===== src/rtl/core/mssd_pkg.sv =====
// Shared types and constants of the median step spike detector.
// No dependencies; used by every module of the block.
package mssd_pkg;

   localparam int SPEED_W   = 16;
   localparam int CH_W      = 3;
   localparam int COUNT_W   = 8;
   localparam int CSR_W     = 16;
   localparam int REG_IDX_W = 2;

   localparam logic [REG_IDX_W-1:0] REG_STEP_THR    = 2'd0;
   localparam logic [REG_IDX_W-1:0] REG_RANGE_THR   = 2'd1;
   localparam logic [REG_IDX_W-1:0] REG_REQ_STRIKES = 2'd2;

   localparam logic [SPEED_W-1:0] STEP_THR_RST    = 16'd300;
   localparam logic [SPEED_W-1:0] RANGE_THR_RST   = 16'd300;
   localparam logic [COUNT_W-1:0] REQ_STRIKES_RST = 8'd3;

   localparam int MIN_FILL = 5;
   localparam logic [COUNT_W-1:0] STRIKE_MAX = 8'hFF;

   // result word layout, lowest bit first
   localparam int ALARM_BIT = 0;
   localparam int SUSP_BIT  = 1;
   localparam int CNT_LSB   = 2;
   localparam int MED_LSB   = CNT_LSB + COUNT_W;
   localparam int RSP_W     = 32;
   localparam int RSP_PAD_W = RSP_W - (MED_LSB + SPEED_W);

   typedef struct packed {
      logic start;
      logic read;
      logic eval;
      logic calc;
      logic load;
   } cmd_type;

   typedef struct packed {
      logic bypass;
      logic last_idx;
      logic out_free;
   } status_type;

endpackage


===== src/rtl/core/mssd_ctrl.sv =====
// Sequencer of the median step spike detector.
// Depends on mssd_pkg; drives the datapath through cmd_type / status_type.
module mssd_ctrl (
   input  logic                 clock,
   input  logic                 reset,
   input  logic                 req_tvalid,
   output logic                 req_tready,
   input  mssd_pkg::status_type status,
   output mssd_pkg::cmd_type    cmd
);

   localparam logic [2:0] ST_IDLE  = 3'd0;
   localparam logic [2:0] ST_SCAN  = 3'd1;
   localparam logic [2:0] ST_DRAIN = 3'd2;
   localparam logic [2:0] ST_EVAL  = 3'd3;
   localparam logic [2:0] ST_CALC  = 3'd4;
   localparam logic [2:0] ST_OUT   = 3'd5;

   logic [2:0] state_ff;
   logic [2:0] state_in;

   always_comb begin
      state_in   = state_ff;
      cmd        = '0;
      req_tready = 1'b0;
      unique case (state_ff)
         ST_IDLE: begin
            req_tready = 1'b1;
            if (req_tvalid) begin
               cmd.start = 1'b1;
               state_in  = ST_SCAN;
            end
         end
         ST_SCAN: begin
            if (status.bypass) begin
               state_in = ST_EVAL;
            end else begin
               cmd.read = 1'b1;
               if (status.last_idx) begin
                  state_in = ST_DRAIN;
               end
            end
         end
         ST_DRAIN: begin
            state_in = ST_EVAL;
         end
         ST_EVAL: begin
            cmd.eval = 1'b1;
            state_in = ST_CALC;
         end
         ST_CALC: begin
            cmd.calc = 1'b1;
            state_in = ST_OUT;
         end
         ST_OUT: begin
            if (status.out_free) begin
               cmd.load = 1'b1;
               state_in = ST_IDLE;
            end
         end
         default: begin
            state_in = ST_IDLE;
         end
      endcase
   end

   always_ff @(posedge clock) begin
      if (reset) begin
         state_ff <= ST_IDLE;
      end else begin
         state_ff <= state_in;
      end
   end

endmodule


===== src/rtl/core/mssd_dpath.sv =====
// Datapath: sample memory, per-channel state, sorting window, decision logic.
// Depends on mssd_pkg; commanded by mssd_ctrl.
module mssd_dpath #(
   parameter int CHANNELS = 8,
   parameter int WINDOW   = 16
) (
   input  logic                            clock,
   input  logic                            reset,
   input  mssd_pkg::cmd_type               cmd,
   output mssd_pkg::status_type            status,
   input  logic [mssd_pkg::CH_W-1:0]       req_ch,
   input  logic [mssd_pkg::SPEED_W-1:0]    req_speed,
   input  logic                            csr_we,
   input  logic [mssd_pkg::REG_IDX_W-1:0]  csr_index,
   input  logic [mssd_pkg::CSR_W-1:0]      csr_wdata,
   input  logic                            rsp_tready,
   output logic                            rsp_tvalid,
   output logic [mssd_pkg::RSP_W-1:0]      rsp_tdata
);

   localparam int CI_W = (CHANNELS > 1) ? $clog2(CHANNELS) : 1;
   localparam int PW   = $clog2(WINDOW);
   localparam int FW   = $clog2(WINDOW + 1);
   localparam int AW   = $clog2(CHANNELS * WINDOW);
   localparam int SW   = mssd_pkg::SPEED_W;
   localparam int KW   = mssd_pkg::COUNT_W;

   localparam logic [PW-1:0] LAST_POS  = PW'(WINDOW - 1);
   localparam logic [FW-1:0] FULL_FILL = FW'(WINDOW);
   localparam logic [FW-1:0] MIN_FILLV = FW'(mssd_pkg::MIN_FILL);

   // configuration
   logic [SW-1:0] step_thr_ff;
   logic [SW-1:0] range_thr_ff;
   logic [KW-1:0] req_strk_ff;

   always_ff @(posedge clock) begin
      if (reset) begin
         step_thr_ff  <= mssd_pkg::STEP_THR_RST;
         range_thr_ff <= mssd_pkg::RANGE_THR_RST;
         req_strk_ff  <= mssd_pkg::REQ_STRIKES_RST;
      end else if (csr_we) begin
         unique case (csr_index)
            mssd_pkg::REG_STEP_THR:    step_thr_ff  <= csr_wdata;
            mssd_pkg::REG_RANGE_THR:   range_thr_ff <= csr_wdata;
            mssd_pkg::REG_REQ_STRIKES: req_strk_ff  <= csr_wdata[KW-1:0];
            default: ;
         endcase
      end
   end

   // per-channel state
   logic [PW-1:0] pos_ff    [CHANNELS];
   logic [PW-1:0] pos_in    [CHANNELS];
   logic [FW-1:0] fill_ff   [CHANNELS];
   logic [FW-1:0] fill_in   [CHANNELS];
   logic [KW-1:0] strike_ff [CHANNELS];
   logic [KW-1:0] strike_in [CHANNELS];

   logic [CI_W-1:0] ch_idx;
   logic            ch_ok;
   logic [PW-1:0]   pos_cur;
   logic [FW-1:0]   fill_cur;
   logic [FW-1:0]   fill_nxt;
   logic            short_fill;
   logic [AW-1:0]   base_cur;

   // item registers
   logic [CI_W-1:0] cur_ch_ff;
   logic [SW-1:0]   speed_ff;
   logic [PW-1:0]   skip_ff;
   logic [FW-1:0]   nfill_ff;
   logic            bypass_ff;
   logic [AW-1:0]   base_ff;

   // scan and sort
   logic [SW-1:0]   sample_mem [CHANNELS * WINDOW];
   logic [PW-1:0]   idx_ff;
   logic [AW-1:0]   rd_addr;
   logic            rd_vld_ff;
   logic            rd_skip_ff;
   logic [SW-1:0]   rd_data_ff;
   logic [SW-1:0]   srt_ff [WINDOW];
   logic [SW-1:0]   srt_in [WINDOW];
   logic [WINDOW-1:0] le;
   logic [FW-1:0]   nsrt_ff;
   logic [SW-1:0]   min_ff;
   logic [SW-1:0]   max_ff;

   // decision
   logic [FW-1:0]   rank;
   logic [SW-1:0]   med_ff;
   logic            rng_ok_ff;
   logic [SW-1:0]   diff;
   logic            susp;
   logic [KW-1:0]   strike_old;
   logic [KW-1:0]   strike_new;
   logic            res_alarm_ff;
   logic            res_susp_ff;
   logic [KW-1:0]   res_cnt_ff;

   // output register
   logic                       rsp_valid_ff;
   logic                       rsp_valid_in;
   logic [mssd_pkg::RSP_W-1:0] rsp_data_ff;

   assign ch_idx     = CI_W'(req_ch);
   assign ch_ok      = 32'(req_ch) < 32'(CHANNELS);
   assign pos_cur    = pos_ff[ch_idx];
   assign fill_cur   = fill_ff[ch_idx];
   assign fill_nxt   = (fill_cur == FULL_FILL) ? fill_cur : fill_cur + FW'(1);
   assign short_fill = fill_nxt < MIN_FILLV;
   assign base_cur   = AW'(ch_idx) * AW'(WINDOW);
   assign rd_addr    = base_ff + AW'(idx_ff);

   assign strike_old = strike_ff[cur_ch_ff];
   assign diff       = (speed_ff > med_ff) ? speed_ff - med_ff : med_ff - speed_ff;
   assign susp       = !bypass_ff && (diff > step_thr_ff) && rng_ok_ff;
   assign strike_new = !susp ? '0 :
                       (strike_old == mssd_pkg::STRIKE_MAX) ? strike_old :
                       strike_old + KW'(1);
   assign rank       = (nfill_ff - FW'(1)) >> 1;

   always_comb begin
      pos_in    = pos_ff;
      fill_in   = fill_ff;
      strike_in = strike_ff;
      if (cmd.start && ch_ok) begin
         pos_in[ch_idx]  = (pos_cur == LAST_POS) ? '0 : pos_cur + PW'(1);
         fill_in[ch_idx] = fill_nxt;
         if (short_fill) begin
            strike_in[ch_idx] = '0;
         end
      end
      if (cmd.calc && !bypass_ff) begin
         strike_in[cur_ch_ff] = strike_new;
      end
   end

   always_ff @(posedge clock) begin
      if (reset) begin
         for (int c = 0; c < CHANNELS; c++) begin
            pos_ff[c]    <= '0;
            fill_ff[c]   <= '0;
            strike_ff[c] <= '0;
         end
      end else begin
         pos_ff    <= pos_in;
         fill_ff   <= fill_in;
         strike_ff <= strike_in;
      end
   end

   always_ff @(posedge clock) begin
      if (cmd.start) begin
         cur_ch_ff <= ch_idx;
         speed_ff  <= req_speed;
         skip_ff   <= pos_cur;
         nfill_ff  <= fill_nxt;
         bypass_ff <= !ch_ok || short_fill;
         base_ff   <= base_cur;
      end
   end

   // sample memory: one write at accept, one read per scan cycle
   always_ff @(posedge clock) begin
      if (cmd.start && ch_ok) begin
         sample_mem[base_cur + AW'(pos_cur)] <= req_speed;
      end
      if (cmd.read) begin
         rd_data_ff <= sample_mem[rd_addr];
         rd_skip_ff <= (idx_ff == skip_ff);
      end
   end

   always_ff @(posedge clock) begin
      if (cmd.start) begin
         idx_ff <= '0;
      end else if (cmd.read) begin
         idx_ff <= idx_ff + PW'(1);
      end
   end

   assign status.last_idx = (FW'(idx_ff) == nfill_ff - FW'(1));
   assign status.bypass   = bypass_ff;
   assign status.out_free = !rsp_valid_ff || rsp_tready;

   // insertion into the ascending window; le is a prefix of the held entries
   always_comb begin
      for (int k = 0; k < WINDOW; k++) begin
         le[k] = (FW'(k) < nsrt_ff) && (srt_ff[k] <= rd_data_ff);
      end
      srt_in[0] = le[0] ? srt_ff[0] : rd_data_ff;
      for (int k = 1; k < WINDOW; k++) begin
         srt_in[k] = le[k] ? srt_ff[k] : (le[k-1] ? rd_data_ff : srt_ff[k-1]);
      end
   end

   always_ff @(posedge clock) begin
      if (rd_vld_ff && !rd_skip_ff) begin
         srt_ff <= srt_in;
      end
   end

   always_ff @(posedge clock) begin
      if (reset) begin
         rd_vld_ff <= 1'b0;
         nsrt_ff   <= '0;
      end else begin
         rd_vld_ff <= cmd.read;
         if (cmd.start) begin
            nsrt_ff <= '0;
         end else if (rd_vld_ff && !rd_skip_ff) begin
            nsrt_ff <= nsrt_ff + FW'(1);
         end
      end
   end

   // range covers every held sample, newest included
   always_ff @(posedge clock) begin
      if (cmd.start) begin
         min_ff <= '1;
         max_ff <= '0;
      end else if (rd_vld_ff) begin
         if (rd_data_ff < min_ff) min_ff <= rd_data_ff;
         if (rd_data_ff > max_ff) max_ff <= rd_data_ff;
      end
   end

   always_ff @(posedge clock) begin
      if (cmd.eval) begin
         med_ff    <= bypass_ff ? '0 : srt_ff[PW'(rank)];
         rng_ok_ff <= (max_ff - min_ff) > range_thr_ff;
      end
      if (cmd.calc) begin
         res_susp_ff  <= susp;
         res_cnt_ff   <= bypass_ff ? '0 : strike_new;
         res_alarm_ff <= !bypass_ff && (strike_new >= req_strk_ff);
      end
      if (cmd.load) begin
         rsp_data_ff <= {{mssd_pkg::RSP_PAD_W{1'b0}}, med_ff, res_cnt_ff,
                         res_susp_ff, res_alarm_ff};
      end
   end

   assign rsp_valid_in = cmd.load | (rsp_valid_ff & ~rsp_tready);

   always_ff @(posedge clock) begin
      if (reset) begin
         rsp_valid_ff <= 1'b0;
      end else begin
         rsp_valid_ff <= rsp_valid_in;
      end
   end

   assign rsp_tvalid = rsp_valid_ff;
   assign rsp_tdata  = rsp_data_ff;

endmodule


===== src/rtl/core/median_step_spike_detector_core.sv =====
// Top level of the median step spike detector: stream ports and config port.
// Depends on mssd_pkg, mssd_ctrl and mssd_dpath.
//
// One wind-speed sample per transfer on the req_ side, tagged with its channel on
// req_tuser; exactly one result per transfer on the rsp_ side, in arrival order.
// Each channel keeps a sliding window of the latest WINDOW samples in a shared
// sample memory. Once a channel holds at least five samples, the upper median of
// its window without the newest sample and the window's max-min range are formed;
// a sample whose distance from that median exceeds step_threshold while the range
// exceeds range_threshold is a suspicious step and bumps the channel's saturating
// strike count, anything else clears it, and alarm is set while the count is at or
// above required_strikes. Short windows and channels at or above CHANNELS return an
// all-zero result (the latter touch no state). Items are handled one at a time, and
// short or out-of-range items skip the scan. The scan reads the channel's stored
// samples from the memory's single read port, one per cycle, and inserts them into
// a sorted register window. The result sits in an output register, so a stalled
// rsp_ side holds only the final step. The sample memory has no reset and needs no
// clearing pass: only written entries are ever read. The user must write registers
// on csr_ only while the block is idle; the block itself does not enforce it.
module median_step_spike_detector_core #(
   parameter int CHANNELS = 8,
   parameter int WINDOW   = 16
) (
   input  logic                            clock,
   input  logic                            reset,
   // input stream
   input  logic                            req_tvalid,
   output logic                            req_tready,
   input  logic [15:0]                     req_tdata,  // [15:0] wind_speed
   input  logic [mssd_pkg::CH_W-1:0]       req_tuser,  // [2:0] channel
   // result stream
   output logic                            rsp_tvalid,
   input  logic                            rsp_tready,
   // [0] alarm, [1] suspicious, [9:2] strike_count, [25:10] prior_median, rest 0
   output logic [mssd_pkg::RSP_W-1:0]      rsp_tdata,
   // configuration writes: 0 step_threshold, 1 range_threshold, 2 required_strikes
   input  logic                            csr_we,
   input  logic [mssd_pkg::REG_IDX_W-1:0]  csr_index,
   input  logic [mssd_pkg::CSR_W-1:0]      csr_wdata
);

   mssd_pkg::cmd_type    cmd;
   mssd_pkg::status_type status;

   // sequencer: accept, scan, evaluate, hand off
   mssd_ctrl u_ctrl (
      .clock      (clock),
      .reset      (reset),
      .req_tvalid (req_tvalid),
      .req_tready (req_tready),
      .status     (status),
      .cmd        (cmd)
   );

   // storage, sort window, decision and output register
   mssd_dpath #(
      .CHANNELS (CHANNELS),
      .WINDOW   (WINDOW)
   ) u_dpath (
      .clock      (clock),
      .reset      (reset),
      .cmd        (cmd),
      .status     (status),
      .req_ch     (req_tuser),
      .req_speed  (req_tdata),
      .csr_we     (csr_we),
      .csr_index  (csr_index),
      .csr_wdata  (csr_wdata),
      .rsp_tready (rsp_tready),
      .rsp_tvalid (rsp_tvalid),
      .rsp_tdata  (rsp_tdata)
   );

endmodule


===== config.mk =====
export PLATFORM = sky130hd
export DESIGN_NAME = median_step_spike_detector_core
export DESIGN_NICKNAME = d
export VERILOG_FILES = /design/src/rtl/core/mssd_pkg.sv /design/src/rtl/core/mssd_ctrl.sv /design/src/rtl/core/mssd_dpath.sv /design/src/rtl/core/median_step_spike_detector_core.sv
export SDC_FILE = /design/constraint.sdc
export NUM_CORES = 2
export LEC_CHECK = 0
export BUFFER_PORTS_ARGS = -buffer_cell sky130_fd_sc_hd__buf_2
export CAP_MARGIN = 20
export CORE_MARGIN = 10
export CORE_UTILIZATION = 55
export CTS_CLUSTER_SIZE = 12
export DETAILED_ROUTE_END_ITERATION = 16
export PLACE_DENSITY = 0.76
export SLEW_MARGIN = 15
export SYNTH_ARGS = -nofsm -noshare
export SYNTH_HDL_FRONTEND = slang
export SYNTH_SLANG_ARGS = --single-unit

===== constraint.sdc =====
create_clock -name clock -period 16.5 [get_ports clock]
set_clock_uncertainty 0.05 [all_clocks]
set_input_delay 0 -clock clock [delete_from_list [all_inputs] [get_ports clock]]
set_output_delay 0 -clock clock [all_outputs]
set_load 0.01 [all_outputs]

==> flow_summary.ini <==
[final_layout]
drive_above_1_share = 0.238
area.growth.synth_to_final_pct = 12.0
nNetsFinal = 7361

[sta]
finalMaxSlewViolations = 0
hold_violations = 0
report.final.setup_viol = 0
setup-tns-final_ns = 0
rsz0062_at_grt = false
relSlewSlack = 0.204
worstMarginPinSlew_ns = 1.19
max_freq_mhz = 136
final.period_utilization = 0.446
fin_crit_ns = 7.37
layout_setup_ws_ns = 9.13

[critical_path]
r2r-start = u_dpath.med_ff[0]
worst_path_most_repeated_cell = a21o_1
cp.required_ns = 17.15
worstPathArrival_ns = 8.02
path_class = flop to flop
cp-start-kind = flop
r2r_end = u_dpath.res_alarm_ff
crit_path_end_kind = flop
reg2reg_slack_ns = 9.13
slowest_delay_ns = 0.71
critPathSlowestCell = a21boi_4
path_max_fanout = 25
cp_num_buf_inv = 2
critPathTopFamily = compound AO/OA/AOI/OAI gates
reg2regPathDepth = 28

[yosys]
ys.flop_type = edfxtp_1
ys_types = 95
avgSynthCellArea_um2 = 17.4
ys_seq_elements = 2625
ys_seq_area_frac = 0.667
yosysTopAreaCell = edfxtp_1
yosysMostFrequentCell = edfxtp_1
synth_top_area_frac = 0.628
async_flop_share = 0
netlist_area_um2 = 115000
synthCells = 6604
yosys_warnings = 0
synth-edff-count = 2403
synth_top_cells_by_count = 2403 x edfxtp_1, 723 x mux4_2, 420 x nand2_1, 380 x ha_1, 283 x nor2_1
synth_area_leaders = edfxtp_1 63%, mux4_2 14%, ha_1 4.1%, dfxtp_1 3.9%, mux2_2 1.9%

[route]
ant_nets = 0
wl_per_cell_um = 31.7
dr_total_vias = 67212
firstDrtPassIters = 8
vias_per_cell = 6.80
drc_errors = 0
drtIter0Drc = 9990
drt-total-wl_mm = 314

[die]
rows = 167
die_h_um = 477
die_w_um = 477
dieArea_um2 = 228000
core-area_um2 = 207000
ios = 76
start_util = 0.554

[run_status]
outcome = finished clean

[hold_path]
min_to = u_dpath.sample_mem[103][12]
holdCritPathClass = input port to flop
min_from = req_tdata[12]
holdPathStages = 2

[clock_network]
postCtsSetupBuffers = 0
cts.path.max_buffers = 4
ctsHoldBuffers = 82
cts_tree = built
clkTransAtPathRegs_ns = 0.06
cts_sinks = 2625
htreeDepth = 5
root_buffer = clkbuf_16
clk_latency_ns = 0.96
cts_resized = 0
cts_inserted_buffers = 290

[placement]
dp_slack_ns = 9.07
dpl.hpwl_mm = 184
globalplace.congestion = 0.885
io_buffers = 69

[flow_run]
maxCapViolCount = 0

[global_route]
grt_pass1_vias = 67413
antenna_found_initial = 18
grt_pass1_wl_mm = 461
grt_max_degree = 122
grt_overflow_total = 0
grt.total_usage = 0.271

[pwr]
p_leak_nw = 42.0
power_w = 0.0159
vdd_drop_max_mv = 0.135
power_density_nw_per_um2 = 123
## worst max path at each step
stage / from / end / cells after the start
after detailed placement: u_dpath.speed_ff[0] / u_dpath.res_alarm_ff / 29
after CTS: u_dpath.speed_ff[0] / u_dpath.res_alarm_ff / 29
after floorplan: u_dpath.speed_ff[0] / u_dpath.res_alarm_ff / 29
after global routing: u_dpath.med_ff[0] / u_dpath.res_alarm_ff / 28
final: u_dpath.med_ff[0] / u_dpath.res_alarm_ff / 28
after global placement: u_dpath.speed_ff[0] / u_dpath.res_alarm_ff / 29
## placed cells by master, fill, tap and decap left out, drive strengths merged, types with 82 or more instances in the layout
master       count
clkbuf         379
nand2          420
nor2           287
dfxtp          222
mux2           192
edfxtp        2403
inv            174
ha             380
o21ai          143
a21oi          205
a21o            89
buf            322
nand3           82
mux4           723
dlygate4sd3     82
## cell families (layout without fill, tap and decap cells)
kind of cell             Yosys count  after routing  share of synthesized area
flip-flops                      2625           2625                      0.667
AO/OA/AOI/OAI                    911            911                     0.0564
adder cells (fa/ha/maj)          383            383                     0.0419
multiplexers                     979            979                      0.166
buffers and inverters            539           1020                     0.0193
other                              1             15                  0.0000326
XOR/XNOR                          53             53                    0.00437
AND/OR/NAND/NOR                 1113           1113                     0.0452
## final cells by class
type	instances	area, µm²
inverter	170	641
sequential	2625	76600
clock inverter	67	594
tap	2788	3490
timing repair buffer	404	3270
fill	13938	78800
multi-input combinational	3445	36400
clock buffer	379	7740
antenna	9	22.5
## flip-flops by register name, summed over array words and instances (netlist names), 4 cells and up
name and flops:
u_dpath.pos_ff 32, u_dpath.strike_ff 64, u_dpath.idx_ff 4, u_dpath.max_ff 16, u_dpath.sample_mem 2048, u_dpath.req_strk_ff 8, u_dpath.res_cnt_ff 8, u_dpath.srt_ff 256
u_dpath.speed_ff 16, u_dpath.nfill_ff 5, u_dpath.rd_data_ff 16, u_dpath.skip_ff 4, u_dpath.min_ff 16, u_dpath.rsp_tdata 26, u_dpath.nsrt_ff 5, u_dpath.fill_ff 40
u_dpath.med_ff 16, u_dpath.step_thr_ff 16, u_dpath.range_thr_ff 16
## routing by layer
metal  routed length, µm  GRT usage  vias up
met3               36000     0.0635      740
li1                    -          -    27408
met4               13000      0.103       14
met5                  95          0        -
met2              148000      0.423     4699
met1              116000      0.372    34351
## metrics by stage
step / instance area, µm² / util / instances / hold WS, ns
2_1_floorplan: 115000 / - / 6609 / 0.0489
3_3_place_gp: 119000 / 0.575 / 9338 / 0.227
3_5_place_dp: 119000 / 0.575 / 9343 / 0.232
4_1_cts: 129000 / 0.620 / 9871 / 0.00278
5_1_grt: 129000 / 0.620 / 9883 / 0.0483
6_report: 129000 / 0.620 / 9887 / 0.0458
## power breakdown
part	switching, W	internal, W	leakage (nW)	total (W)
logic	0.00139	0.00116	14.5	0.00255
clock network	0.00251	0.00342	4.06	0.00593
registers	0.0000678	0.00732	23.4	0.00739
No activity file was read; power rests on OpenSTA's default activity.
